`src/rtl/lfucp_pkg.sv`:
```
// shared types and constants for the lfu cache replacement directory
package lfucp_pkg;

  localparam int unsigned KEY_W   = 64;
  localparam int unsigned BYTES_W = 21;
  localparam int unsigned SLOT_W  = 6;

  localparam logic [BYTES_W-1:0] CAP_RESET = 21'h10_0000;

  typedef enum logic {
    ACT_GET = 1'b0,
    ACT_SET = 1'b1
  } action_e;

  typedef enum logic [2:0] {
    KIND_HIT    = 3'd0,
    KIND_MISS   = 3'd1,
    KIND_EVICT  = 3'd2,
    KIND_STORE  = 3'd3,
    KIND_REJECT = 3'd4
  } kind_e;

endpackage

```
`src/rtl/lfucp_req_if.sv`:
```
// request channel: get or set of one key
interface lfucp_req_if import lfucp_pkg::*; ();
  logic                valid;
  logic                ready;
  action_e             action;
  logic [KEY_W-1:0]    key_tag;
  logic [BYTES_W-1:0]  value_bytes;

  modport source (output valid, action, key_tag, value_bytes, input ready);
  modport sink   (input valid, action, key_tag, value_bytes, output ready);
endinterface

```
`src/rtl/lfucp_rsp_if.sv`:
```
// result channel: hit, miss, eviction, store or reject
interface lfucp_rsp_if import lfucp_pkg::*; ();
  logic                valid;
  logic                ready;
  kind_e               kind;
  logic [SLOT_W-1:0]   slot_index;
  logic [KEY_W-1:0]    key_out;
  logic [BYTES_W-1:0]  size_out;
  logic [BYTES_W-1:0]  bytes_in_use;
  logic                last;

  modport source (output valid, kind, slot_index, key_out, size_out, bytes_in_use, last,
                  input ready);
  modport sink   (input valid, kind, slot_index, key_out, size_out, bytes_in_use, last,
                  output ready);
endinterface

```
`src/rtl/lfu_cache_policy_byte_budget.sv`:
```
// lfu replacement directory with byte budget, one entry memory scanned by a sequencer
// a get scans the entry memory once; one request is handled at a time
// a set scans once plus once more per eviction, each scan reading one
// slot per cycle through the single read port of the entry memory
// a rejected set skips the scans; results leave through an output register
// reset clears valid bits, byte total and state; capacity resets to 1048576, no clear pass
module lfu_cache_policy_byte_budget import lfucp_pkg::*; #(
  parameter int unsigned SLOTS      = 16,
  parameter int unsigned COUNT_BITS = 16
) (
  input  logic                clk_i,
  input  logic                rst_ni,
  input  logic                cfg_we_i,
  input  logic [BYTES_W-1:0]  cfg_wdata_i,
  lfucp_req_if.sink           req_i,
  lfucp_rsp_if.source         rsp_o
);

  localparam int unsigned IDX_W = $clog2(SLOTS);
  localparam int unsigned CNT_W = $clog2(SLOTS + 1);
  localparam logic [CNT_W-1:0] SCAN_END = CNT_W'(SLOTS);

  typedef struct packed {
    logic [KEY_W-1:0]      key;
    logic [BYTES_W-1:0]    size;
    logic [COUNT_BITS-1:0] count;
  } entry_t;

  typedef enum logic [2:0] {
    S_IDLE, S_REJECT, S_FIND, S_FOUND, S_CHECK, S_MIN, S_EVICT, S_STORE
  } state_e;

  state_e               state_q;
  logic [BYTES_W-1:0]   cap_q;
  logic [BYTES_W-1:0]   total_q;
  logic [SLOTS-1:0]     valid_q;

  action_e              act_q;
  logic [KEY_W-1:0]     key_q;
  logic [BYTES_W-1:0]   vb_q;

  logic [CNT_W-1:0]     scan_q;
  logic                 rd_live_q;
  logic [IDX_W-1:0]     rd_idx_q;
  entry_t               rd_data_q;

  logic                 hit_q;
  logic [IDX_W-1:0]     hit_idx_q;
  logic [BYTES_W-1:0]   hit_size_q;
  logic [COUNT_BITS-1:0] hit_cnt_q;

  logic                 free_ok_q;
  logic [IDX_W-1:0]     free_idx_q;

  logic                 best_ok_q;
  logic [IDX_W-1:0]     best_idx_q;
  logic [COUNT_BITS-1:0] best_cnt_q;
  logic [KEY_W-1:0]     best_key_q;
  logic [BYTES_W-1:0]   best_size_q;

  logic                 out_vld_q;
  kind_e                out_kind_q;
  logic [SLOT_W-1:0]    out_slot_q;
  logic [KEY_W-1:0]     out_key_q;
  logic [BYTES_W-1:0]   out_size_q;
  logic [BYTES_W-1:0]   out_bytes_q;
  logic                 out_last_q;

  entry_t               mem_q [SLOTS];
  logic                 mem_we;
  logic [IDX_W-1:0]     mem_waddr;
  entry_t               mem_wdata;

  logic                 out_free;
  logic [BYTES_W:0]     fit_sum;
  logic                 fits;
  logic [BYTES_W-1:0]   total_evict;
  logic [BYTES_W-1:0]   total_store;
  logic [COUNT_BITS-1:0] cnt_inc;

  assign out_free    = !out_vld_q || rsp_o.ready;
  assign fit_sum     = {1'b0, total_q} + {1'b0, vb_q};
  assign fits        = fit_sum <= {1'b0, cap_q};
  assign total_evict = total_q - best_size_q;
  assign total_store = total_q + vb_q;
  assign cnt_inc     = (&hit_cnt_q) ? hit_cnt_q : hit_cnt_q + COUNT_BITS'(1);

  assign req_i.ready = (state_q == S_IDLE);

  assign rsp_o.valid        = out_vld_q;
  assign rsp_o.kind         = out_kind_q;
  assign rsp_o.slot_index   = out_slot_q;
  assign rsp_o.key_out      = out_key_q;
  assign rsp_o.size_out     = out_size_q;
  assign rsp_o.bytes_in_use = out_bytes_q;
  assign rsp_o.last         = out_last_q;

  // single write port: count bump on a get hit, new entry on a store
  always_comb begin
    mem_we    = 1'b0;
    mem_waddr = free_idx_q;
    mem_wdata = '{key: key_q, size: vb_q, count: COUNT_BITS'(1)};
    if (state_q == S_FOUND && act_q == ACT_GET && hit_q && out_free) begin
      mem_we    = 1'b1;
      mem_waddr = hit_idx_q;
      mem_wdata = '{key: key_q, size: hit_size_q, count: cnt_inc};
    end else if (state_q == S_STORE && out_free) begin
      mem_we = 1'b1;
    end
  end

  always_ff @(posedge clk_i) begin
    if (mem_we) begin
      mem_q[mem_waddr] <= mem_wdata;
    end
    rd_data_q <= mem_q[scan_q[IDX_W-1:0]];
  end

  always_ff @(posedge clk_i or negedge rst_ni) begin
    if (!rst_ni) begin
      state_q     <= S_IDLE;
      cap_q       <= CAP_RESET;
      total_q     <= '0;
      valid_q     <= '0;
      act_q       <= ACT_GET;
      key_q       <= '0;
      vb_q        <= '0;
      scan_q      <= '0;
      rd_live_q   <= 1'b0;
      rd_idx_q    <= '0;
      hit_q       <= 1'b0;
      hit_idx_q   <= '0;
      hit_size_q  <= '0;
      hit_cnt_q   <= '0;
      free_ok_q   <= 1'b0;
      free_idx_q  <= '0;
      best_ok_q   <= 1'b0;
      best_idx_q  <= '0;
      best_cnt_q  <= '0;
      best_key_q  <= '0;
      best_size_q <= '0;
      out_vld_q   <= 1'b0;
      out_kind_q  <= KIND_MISS;
      out_slot_q  <= '0;
      out_key_q   <= '0;
      out_size_q  <= '0;
      out_bytes_q <= '0;
      out_last_q  <= 1'b0;
    end else begin
      if (cfg_we_i) begin
        cap_q <= cfg_wdata_i;
      end
      if (rsp_o.ready) begin
        out_vld_q <= 1'b0;
      end
      rd_live_q <= 1'b0;

      case (state_q)
        S_IDLE: begin
          if (req_i.valid) begin
            act_q     <= req_i.action;
            key_q     <= req_i.key_tag;
            vb_q      <= req_i.value_bytes;
            scan_q    <= '0;
            hit_q     <= 1'b0;
            free_ok_q <= 1'b0;
            if (req_i.action == ACT_SET && req_i.value_bytes > cap_q) begin
              state_q <= S_REJECT;
            end else begin
              state_q <= S_FIND;
            end
          end
        end

        S_REJECT: begin
          if (out_free) begin
            out_vld_q   <= 1'b1;
            out_kind_q  <= KIND_REJECT;
            out_slot_q  <= '0;
            out_key_q   <= key_q;
            out_size_q  <= vb_q;
            out_bytes_q <= total_q;
            out_last_q  <= 1'b1;
            state_q     <= S_IDLE;
          end
        end

        // tag match and lowest free slot, one slot per cycle
        S_FIND: begin
          if (scan_q != SCAN_END) begin
            scan_q    <= scan_q + CNT_W'(1);
            rd_live_q <= 1'b1;
            rd_idx_q  <= scan_q[IDX_W-1:0];
          end else if (!rd_live_q) begin
            state_q <= S_FOUND;
          end
          if (rd_live_q) begin
            if (valid_q[rd_idx_q] && rd_data_q.key == key_q) begin
              hit_q      <= 1'b1;
              hit_idx_q  <= rd_idx_q;
              hit_size_q <= rd_data_q.size;
              hit_cnt_q  <= rd_data_q.count;
            end
            if (!valid_q[rd_idx_q] && !free_ok_q) begin
              free_ok_q  <= 1'b1;
              free_idx_q <= rd_idx_q;
            end
          end
        end

        S_FOUND: begin
          if (act_q == ACT_GET) begin
            if (out_free) begin
              out_vld_q   <= 1'b1;
              out_kind_q  <= hit_q ? KIND_HIT : KIND_MISS;
              out_slot_q  <= hit_q ? SLOT_W'(hit_idx_q) : '0;
              out_key_q   <= key_q;
              out_size_q  <= hit_q ? hit_size_q : '0;
              out_bytes_q <= total_q;
              out_last_q  <= 1'b1;
              state_q     <= S_IDLE;
            end
          end else begin
            // a set of a present key silently drops the old entry
            if (hit_q) begin
              valid_q[hit_idx_q] <= 1'b0;
              total_q            <= total_q - hit_size_q;
              if (!free_ok_q || hit_idx_q < free_idx_q) begin
                free_ok_q  <= 1'b1;
                free_idx_q <= hit_idx_q;
              end
            end
            state_q <= S_CHECK;
          end
        end

        S_CHECK: begin
          if ((free_ok_q && fits) || !(|valid_q)) begin
            state_q <= S_STORE;
          end else begin
            scan_q    <= '0;
            best_ok_q <= 1'b0;
            state_q   <= S_MIN;
          end
        end

        // lowest count among valid slots, strict compare keeps the lowest index
        S_MIN: begin
          if (scan_q != SCAN_END) begin
            scan_q    <= scan_q + CNT_W'(1);
            rd_live_q <= 1'b1;
            rd_idx_q  <= scan_q[IDX_W-1:0];
          end else if (!rd_live_q) begin
            state_q <= S_EVICT;
          end
          if (rd_live_q && valid_q[rd_idx_q] &&
              (!best_ok_q || rd_data_q.count < best_cnt_q)) begin
            best_ok_q   <= 1'b1;
            best_idx_q  <= rd_idx_q;
            best_cnt_q  <= rd_data_q.count;
            best_key_q  <= rd_data_q.key;
            best_size_q <= rd_data_q.size;
          end
        end

        S_EVICT: begin
          if (out_free) begin
            valid_q[best_idx_q] <= 1'b0;
            total_q             <= total_evict;
            if (!free_ok_q || best_idx_q < free_idx_q) begin
              free_ok_q  <= 1'b1;
              free_idx_q <= best_idx_q;
            end
            out_vld_q   <= 1'b1;
            out_kind_q  <= KIND_EVICT;
            out_slot_q  <= SLOT_W'(best_idx_q);
            out_key_q   <= best_key_q;
            out_size_q  <= best_size_q;
            out_bytes_q <= total_evict;
            out_last_q  <= 1'b0;
            state_q     <= S_CHECK;
          end
        end

        S_STORE: begin
          if (out_free) begin
            valid_q[free_idx_q] <= 1'b1;
            total_q             <= total_store;
            out_vld_q   <= 1'b1;
            out_kind_q  <= KIND_STORE;
            out_slot_q  <= SLOT_W'(free_idx_q);
            out_key_q   <= key_q;
            out_size_q  <= vb_q;
            out_bytes_q <= total_store;
            out_last_q  <= 1'b1;
            state_q     <= S_IDLE;
          end
        end

        default: begin
          state_q <= S_IDLE;
        end
      endcase
    end
  end

  a_evict_has_victim: assert property (@(posedge clk_i) disable iff (!rst_ni)
    state_q == S_EVICT |-> best_ok_q)
    else $error("eviction without a chosen victim");

  a_store_has_slot: assert property (@(posedge clk_i) disable iff (!rst_ni)
    state_q == S_STORE |-> free_ok_q)
    else $error("store without a free slot");

  a_one_request: assert property (@(posedge clk_i) disable iff (!rst_ni)
    req_i.valid && req_i.ready |=> !req_i.ready)
    else $error("second request taken while busy");

  a_evict_not_last: assert property (@(posedge clk_i) disable iff (!rst_ni)
    out_vld_q && out_kind_q == KIND_EVICT |-> !out_last_q)
    else $error("eviction result marked last");

  a_bump_on_hit: assert property (@(posedge clk_i) disable iff (!rst_ni)
    mem_we && state_q == S_FOUND |-> hit_q && act_q == ACT_GET)
    else $error("count update without a get hit");

endmodule
```
`src/flat_wrapper.sv`:
```
// flat-port wrapper written by rule: the top's interface ports become plain ports
module lfu_cache_policy_byte_budget_flat import lfucp_pkg::*;
#(
  parameter int unsigned SLOTS      = 16,
  parameter int unsigned COUNT_BITS = 16
)
  (clk_i, rst_ni, cfg_we_i, cfg_wdata_i, req_i_valid, req_i_action, req_i_key_tag, req_i_value_bytes, req_i_ready, rsp_o_valid, rsp_o_kind, rsp_o_slot_index, rsp_o_key_out, rsp_o_size_out, rsp_o_bytes_in_use, rsp_o_last, rsp_o_ready);
  lfucp_req_if req_i_i ();
  lfucp_rsp_if rsp_o_i ();
  input  logic clk_i;
  input  logic rst_ni;
  input  logic cfg_we_i;
  input  logic [BYTES_W-1:0] cfg_wdata_i;
  input wire logic [$bits(req_i_i.valid)-1:0] req_i_valid;
  input wire logic [$bits(req_i_i.action)-1:0] req_i_action;
  input wire logic [$bits(req_i_i.key_tag)-1:0] req_i_key_tag;
  input wire logic [$bits(req_i_i.value_bytes)-1:0] req_i_value_bytes;
  output wire logic [$bits(req_i_i.ready)-1:0] req_i_ready;
  output wire logic [$bits(rsp_o_i.valid)-1:0] rsp_o_valid;
  output wire logic [$bits(rsp_o_i.kind)-1:0] rsp_o_kind;
  output wire logic [$bits(rsp_o_i.slot_index)-1:0] rsp_o_slot_index;
  output wire logic [$bits(rsp_o_i.key_out)-1:0] rsp_o_key_out;
  output wire logic [$bits(rsp_o_i.size_out)-1:0] rsp_o_size_out;
  output wire logic [$bits(rsp_o_i.bytes_in_use)-1:0] rsp_o_bytes_in_use;
  output wire logic [$bits(rsp_o_i.last)-1:0] rsp_o_last;
  input wire logic [$bits(rsp_o_i.ready)-1:0] rsp_o_ready;
  assign req_i_i.valid = req_i_valid;
  assign req_i_i.action = req_i_action;
  assign req_i_i.key_tag = req_i_key_tag;
  assign req_i_i.value_bytes = req_i_value_bytes;
  assign req_i_ready = req_i_i.ready;
  assign rsp_o_valid = rsp_o_i.valid;
  assign rsp_o_kind = rsp_o_i.kind;
  assign rsp_o_slot_index = rsp_o_i.slot_index;
  assign rsp_o_key_out = rsp_o_i.key_out;
  assign rsp_o_size_out = rsp_o_i.size_out;
  assign rsp_o_bytes_in_use = rsp_o_i.bytes_in_use;
  assign rsp_o_last = rsp_o_i.last;
  assign rsp_o_i.ready = rsp_o_ready;
  lfu_cache_policy_byte_budget #(.SLOTS(SLOTS), .COUNT_BITS(COUNT_BITS)) u_core (.clk_i(clk_i), .rst_ni(rst_ni), .cfg_we_i(cfg_we_i), .cfg_wdata_i(cfg_wdata_i), .req_i(req_i_i), .rsp_o(rsp_o_i));
endmodule
```
`config.mk`:
```
export PLATFORM = sky130hd
export DESIGN_NAME = lfu_cache_policy_byte_budget_flat
export DESIGN_NICKNAME = d
export VERILOG_FILES = /design/src/rtl/lfucp_pkg.sv /design/src/rtl/lfucp_req_if.sv /design/src/rtl/lfucp_rsp_if.sv /design/src/rtl/lfu_cache_policy_byte_budget.sv /design/src/flat_wrapper.sv
export SDC_FILE = /design/constraint.sdc
export NUM_CORES = 2
export LEC_CHECK = 0
export ABC_AREA = 1
export BUFFER_PORTS_ARGS = -buffer_cell sky130_fd_sc_hd__buf_2
export CORE_ASPECT_RATIO = 0.6
export CORE_UTILIZATION = 56
export DETAILED_ROUTE_END_ITERATION = 10
export MAX_ROUTING_LAYER = met4
export PLACE_DENSITY_LB_ADDON = 0.05
export SLEW_MARGIN = 20
export SYNTH_ARGS = -nofsm -noshare
export SYNTH_HDL_FRONTEND = slang
export SYNTH_SLANG_ARGS = --single-unit
```
`constraint.sdc`:
```
create_clock -name clk_i -period 6.6 [get_ports clk_i]
set_input_delay 1.32 -clock clk_i [delete_from_list [all_inputs] [get_ports clk_i]]
set_output_delay 1.32 -clock clk_i [all_outputs]
set_load 0.1 [all_outputs]
```
==> Word level (Yosys, flattened, before mapping) <==
Memory sizes are Yosys's and may differ from the RTL's. A register that Yosys moved wholly into a read port is not among the register bits.
Cells that the tools add are included.
{ "op_classes": {"addsub": 6, "order_cmp": 12, "eq_ne": 30, "mux": 99, "n_bitwise": 6, "reduce_logical": 52} }
{ "ops": {"columns": ["op", "count"], "rows": [
  ["$mux W21", 11],
  ["$mux W64", 3],
  ["$pmux W64 S3", 1],
  ["$pmux W21 S3", 2],
  ["$pmux W21 S4", 1],
  ["$mux W16", 5],
  ["$eq A64 B64 Y1", 1],
  ["$pmux W16 S3", 1],
  ["$sub A21 B21 Y21", 2],
  ["$mux W37", 1],
  ["$mux W3", 12],
  ["$mux W4", 9],
  ["$and A16 B16 Y16", 2],
  ["$not A16 Y16", 2],
  ["$mux W6", 5],
  ["$mux W1", 29],
  ["$ne A2 B1 Y1 const B", 13],
  ["$pmux W6 S4", 1],
  ["$add A21 B21 Y22", 1],
  ["$le A22 B21 Y1", 1],
  ["$add A21 B21 Y21", 1],
  ["$gt A21 B21 Y1", 1],
  ["$pmux W3 S7", 1],
  ["$lt A4 B5 Y1 const B", 4],
  ["40 further kinds", 95]
]} }
{ "totals": {"reg_bits": 427, "ramBits": 1616, "input_bits": 112, "out_inout_bits": 118, "elab_cells": 234, "memories": 1} }
{ "memory_table": {"columns": ["name", "depth", "width", "read_ports", "rd_clocked_by_memory_dff", "write_ports", "line_no", "text"], "rows": [
  ["u_core.mem_q", 16, 101, 1, 1, 1, "lfu_cache_policy_byte_budget.sv:69", "entry_t mem_q [SLOTS];"]
]} }

==> Longest topological paths before layout <==
{ "depth": {"depth_word": 9, "ltp_mapped": 28, "depth_no_buf": 28} }

==> Worst setup path after synthesis <==
OpenSTA, ideal clock, no wires.
{ "synth_path": {"path_type": "input to register", "start": "input port rsp_o_ready", "end": "memory u_core.mem_q[13][0] (netlist name) (enable)", "setup_ns": 0.562, "arrival_time_ns": 6.406, "t_required_ns": 6.038, "setup_slack_ns": -0.368, "path_stages": 9, "n_path_buf": 0, "cell_sequence": "nor2_1 > nor3_4 > inv_2 > nand2_1 > o21ai_2 > inv_2 > nor2_1 > nand2_1 > nor2_1"} }
{ "synth_between": {"elab_chain_cells": 6, "word_cells_on_any_way": 8, "cone_classes": "mux: 5; reduce/logical: 3"} }
{ "synth_lines": {"columns": ["item", "line_no", "text"], "rows": [
  ["start: declaration", "flat_wrapper.sv:26", "input wire logic [$bits(rsp_o_i.ready)-1:0] rsp_o_ready;"],
  ["$logic_or A1 B1 Y1 *", "lfu_cache_policy_byte_budget.sv:81", "assign out_free = !out_vld_q || rsp_o.ready;"],
  ["$logic_and A1 B1 Y1", "lfu_cache_policy_byte_budget.sv:107", "end else if (state_q == S_STORE && out_free) begin"],
  ["$mux W1", "lfu_cache_policy_byte_budget.sv:107", null],
  ["$mux W1", "lfu_cache_policy_byte_budget.sv:103", "if (state_q == S_FOUND && act_q == ACT_GET && hit_q && out_free) begin"],
  ["$mux W1", "lfu_cache_policy_byte_budget.sv:113", "if (mem_we) begin"],
  ["$mux W1 (not written as such)", "lfu_cache_policy_byte_budget.sv:114", "mem_q[mem_waddr] <= mem_wdata;"],
  ["end: declaration", "lfu_cache_policy_byte_budget.sv:69", null]
]} }
Mark *: on every way between the ends. The rest lies on a longest branch, timed or not.

==> Final worst setup path <==
{ "layout_path": {"start": "register u_core.vb_q[2]", "end": "register u_core.scan_q[1]"} }
{ "layout_between": {"elab_chain_cells": 6} }
{ "layout_lines": {"columns": ["item", "line_no", "text"], "rows": [
  ["start: declaration", "lfu_cache_policy_byte_budget.sv:40", "logic [BYTES_W-1:0] vb_q;"],
  ["start signal: assignment", "lfu_cache_policy_byte_budget.sv:163", "vb_q <= req_i.value_bytes;"],
  ["$add A21 B21 Y22", "lfu_cache_policy_byte_budget.sv:82", "assign fit_sum = {1'b0, total_q} + {1'b0, vb_q};"],
  ["$le A22 B21 Y1", "lfu_cache_policy_byte_budget.sv:83", "assign fits = fit_sum <= {1'b0, cap_q};"],
  ["$logic_and A1 B1 Y1", "lfu_cache_policy_byte_budget.sv:238", "if ((free_ok_q && fits) || !(|valid_q)) begin"],
  ["$logic_or A1 B1 Y1", "lfu_cache_policy_byte_budget.sv:238", null],
  ["$ne A2 B2 Y1 (no line)", null, null],
  ["$reduce_and A4 Y1 (no line)", null, null],
  ["end signal: assignment", "lfu_cache_policy_byte_budget.sv:191", "scan_q <= scan_q + CNT_W'(1);"],
  ["end signal: assignment", "lfu_cache_policy_byte_budget.sv:250", "scan_q <= scan_q + CNT_W'(1);"],
  ["end: declaration", "lfu_cache_policy_byte_budget.sv:42", "logic [CNT_W-1:0] scan_q;"]
]} }
No other way between the ends.
A chain may end at the register's enable or synchronous reset.

==> results.toml <==
[place]
port_buffers = 227
globalplace.congestion = 1.01
placed_cells = 9892
dp_hpwl_um = 149000

[die]
dieArea_um2 = 160000
num_rows = 112
die_height_um = 310
core-area_um2 = 156000
die_w_um = 516
num_io_pins = 230
initial_utilization = 0.567

[power]
power.total_uw = 44700
p_per_area_nw_per_um2 = 454
leakage_uw = 0.0371
ir_drop_uv = 506

[synthesis]
synth_cell_type_count = 58
synth-edff-count = 1616
ys.flop_type = "edfxtp_1"
synth_area_um2 = 88700
synthArstFlopShare = 0.198
ys_seq_elements = 2142
ys_warn_count = 0
syn_inst = 7902
syn_area_per_cell_um2 = 11.2
ys_seq_area_frac = 0.689

[drt]
dr.pass1.iters = 6
ant_nets = 0
drc = 0
finalWirelength_um = 265000
viasPerCell = 6.11
drtIter0Drc = 7954
vias = 62700
wl_per_cell_um = 25.8

[global_routing]
overflow = 0
grt_pass1_vias = 58000
grt_usage = 0.339
grt_start_max_net_pins = 198
antenna_found_initial = 11
grt_first_pass_wirelength_um = 389000

[timing]
post-route-period-util = 0.684
relSlewSlack = 0.182
setup_viol = 0
period_needed_ns = 4.52
finalHoldViolCount = 0
drv_slew = 0
timing.fmax_mhz = 221
finClkSkew_ns = 0.0386
worst_slew_pin_slew_ns = 1.21
rsz0062_at_grt = "false"

[clocking]
clk_latency_ns = 0.83
clock_path_buffers = 3
postCtsHoldBufs = 0
cts_made_buffers = 188
htree_levels = 4
root_buffer = "clkbuf_16"
clk_pin_slew_ns = 0.08
cts.sinks = 2142
cts_tree = "built"
ctsResizeCount = 0
cts_setup_buffers = 0

[worst_hold_path]
min_path_type = "primary input to asynchronous set/reset pin"

[worst_setup_path]
end_kind = "flop"
start_kind = "flop"
worstPathArrival_ns = 5.22
crit_slowest_cell = "o21ai_0"
worstSetupPathType = "flop to flop"
cp_max_fo = 5
cp_top_family = "simple AND/OR/NAND/NOR gates"
cpMostUsedCell = "nand2_1"
path_buf_inv = 2
critPathRequiredTime_ns = 7.31
slowest_delay_ns = 0.53

[cells_and_area]
seq_area_um2 = 61200
multi_input_area_um2 = 24700
area_delta_synth_final_pct = 10.9
fill_cells = 12500
fin_cells = 10300
drive_gt1_frac = 0.0863
layout.nets = 8215

[run_status]
outcome = "complete, no violations"

[job]
drv_cap = 0
kinds of logic after synthesis:
| logic type | Yosys count | share of synthesized area |
|---|---|---|
| simple gates | 2873 | 0.133 |
| flops | 2142 | 0.689 |
| compound gates | 1820 | 0.111 |
| buf+inv | 806 | 0.0351 |
| fa+ha+maj | 130 | 0.0186 |
| xor+xnor | 81 | 0.00799 |
| mux | 49 | 0.00554 |
| other cells | 1 | 0.0000423 |
path summary, 6_finish.rpt:
| kind | start | endpoint | cells past startpoint | slack (ns) |
|---|---|---|---|---|
| setup / recovery | u_core.vb_q[2]$_DFFE_PN0P_ | u_core.scan_q[1]$_DFFE_PN0P_ | 25 | 2.08 |
| hold / removal | rst_ni | u_core.best_size_q[9]$_DFFE_PN0P_ | 1 | 0.46 |
| setup reg to reg | u_core.vb_q[2]$_DFFE_PN0P_ | u_core.scan_q[1]$_DFFE_PN0P_ | 25 | 2.08 |
| hold reg to reg | u_core.rd_data_q[33]$_DFF_P_ | u_core.best_size_q[17]$_DFFE_PN0P_ | 2 | 0.46 |
| min in group clk_i | u_core.rd_data_q[33]$_DFF_P_ | u_core.best_size_q[17]$_DFFE_PN0P_ | 2 | 0.46 |
| max in group asynchronous | rst_ni | u_core.scan_q[1]$_DFFE_PN0P_ | 2 | 4.38 |
stage by stage:
step / hold WS, ns / area, um^2 / TNS [ns] / utilization / setup slack [ns]
after CTS: 0.467 / 98400 / 0 / 0.629 / 2.13
after detailed placement: 0.454 / 92200 / 0 / 0.589 / 1.88
after global routing: 0.488 / 98400 / 0 / 0.629 / 1.68
after floorplan: 0.437 / 88800 / -404.63 / - / -0.368
final: 0.460 / 98400 / 0 / 0.629 / 2.08
after global placement: 0.452 / 92200 / 0 / 0.589 / 1.98
flip-flops by register name, indices dropped and copies added (netlist names), 64 cells and up:
register              flops
u_core.rd_data_q        101
u_core.rsp_o.key_out     64
u_core.mem_q           1616
u_core.best_key_q        64
u_core.key_q             64
synthesized netlist by cell type, types with 3 or more instances:
library cell     n  area, um^2
edfxtp_1      1616       48500
nand2_1       1439        5400
o21ai_0       1149        5750
nor2_1        1003        3760
o22ai_1        425        2660
dfrtp_1        423       10600
clkbuf_1       364        1370
inv_1          340        1280
nand4_1        245        1530
a21oi_1        159         796
ha_1           127        1590
nand3_1        112         561
dfxtp_1        101        2020
xnor2_1         57         499
buf_2           51         255
mux2i_1         48         480
buf_1           31         116
xor2_1          24         210
nor3_1          22         110
or2_2           20         125
o21ai_1         18        90.1
inv_2           14        52.6
o211ai_1         9        67.6
a31oi_1          8        50.1
a221oi_1         7        61.3
and2_1           7        43.8
nor4_1           7        43.8
a21boi_0         6        45.0
o21a_1           6        45.0
a211oi_1         5        37.5
a21o_1           5        37.5
a32oi_1          5        43.8
nor2_4           5        56.3
o21bai_1         5        37.5
buf_4            3        22.5
fa_1             3        60.1
nand3b_1         3        22.5
routing by layer:
layer | share of wire | up-vias | GRT usage
li1 | - | 28200 | -
met1 | 0.46 | 31100 | 0.519
met2 | 0.41 | 3039 | 0.453
met3 | 0.11 | 348 | 0.0820
met4 | 0.022 | 0 | 0.0769
met5 | 0 | - | -
layout by cell type (no fill, tap or decap), types with 48 or more instances in the layout:
| cell | count |
|---|---|
| clkbuf_16 | 193 |
| mux2i_1 | 48 |
| nand4_1 | 245 |
| nand2_1 | 1437 |
| xnor2_1 | 57 |
| o21ai_0 | 1149 |
| nand3_1 | 112 |
| dfrtp_1 | 421 |
| ha_1 | 127 |
| buf_4 | 70 |
| o22ai_1 | 425 |
| nor2_1 | 981 |
| buf_2 | 226 |
| edfxtp_1 | 1616 |
| dfxtp_1 | 101 |
| inv_1 | 338 |
| a21oi_1 | 157 |
final cells by class:
cell class | instances | area share
repair buffers | 331 | 0.0239
multi-input cells | 4955 | 0.251
clock inverters | 100 | 0.00946
flip-flops and latches | 2142 | 0.622
well taps | 2109 | 0.0268
clock buffers | 256 | 0.0534
diodes | 9 | 0.000229
inverters | 355 | 0.0139
report_power, final:
| part | total, uW | leakage (uW) | internal (uW) | switching, uW |
|---|---|---|---|---|
| Combinational | 14600 | 0.0127 | 3690 | 10900 |
| Sequential | 19000 | 0.0214 | 16900 | 2050 |
| Clock | 11100 | 0.00303 | 6090 | 5060 |
| Total | 44700 | 0.0371 | 26700 | 18000 |
Note: power is estimated with default switching activity, not from simulation.
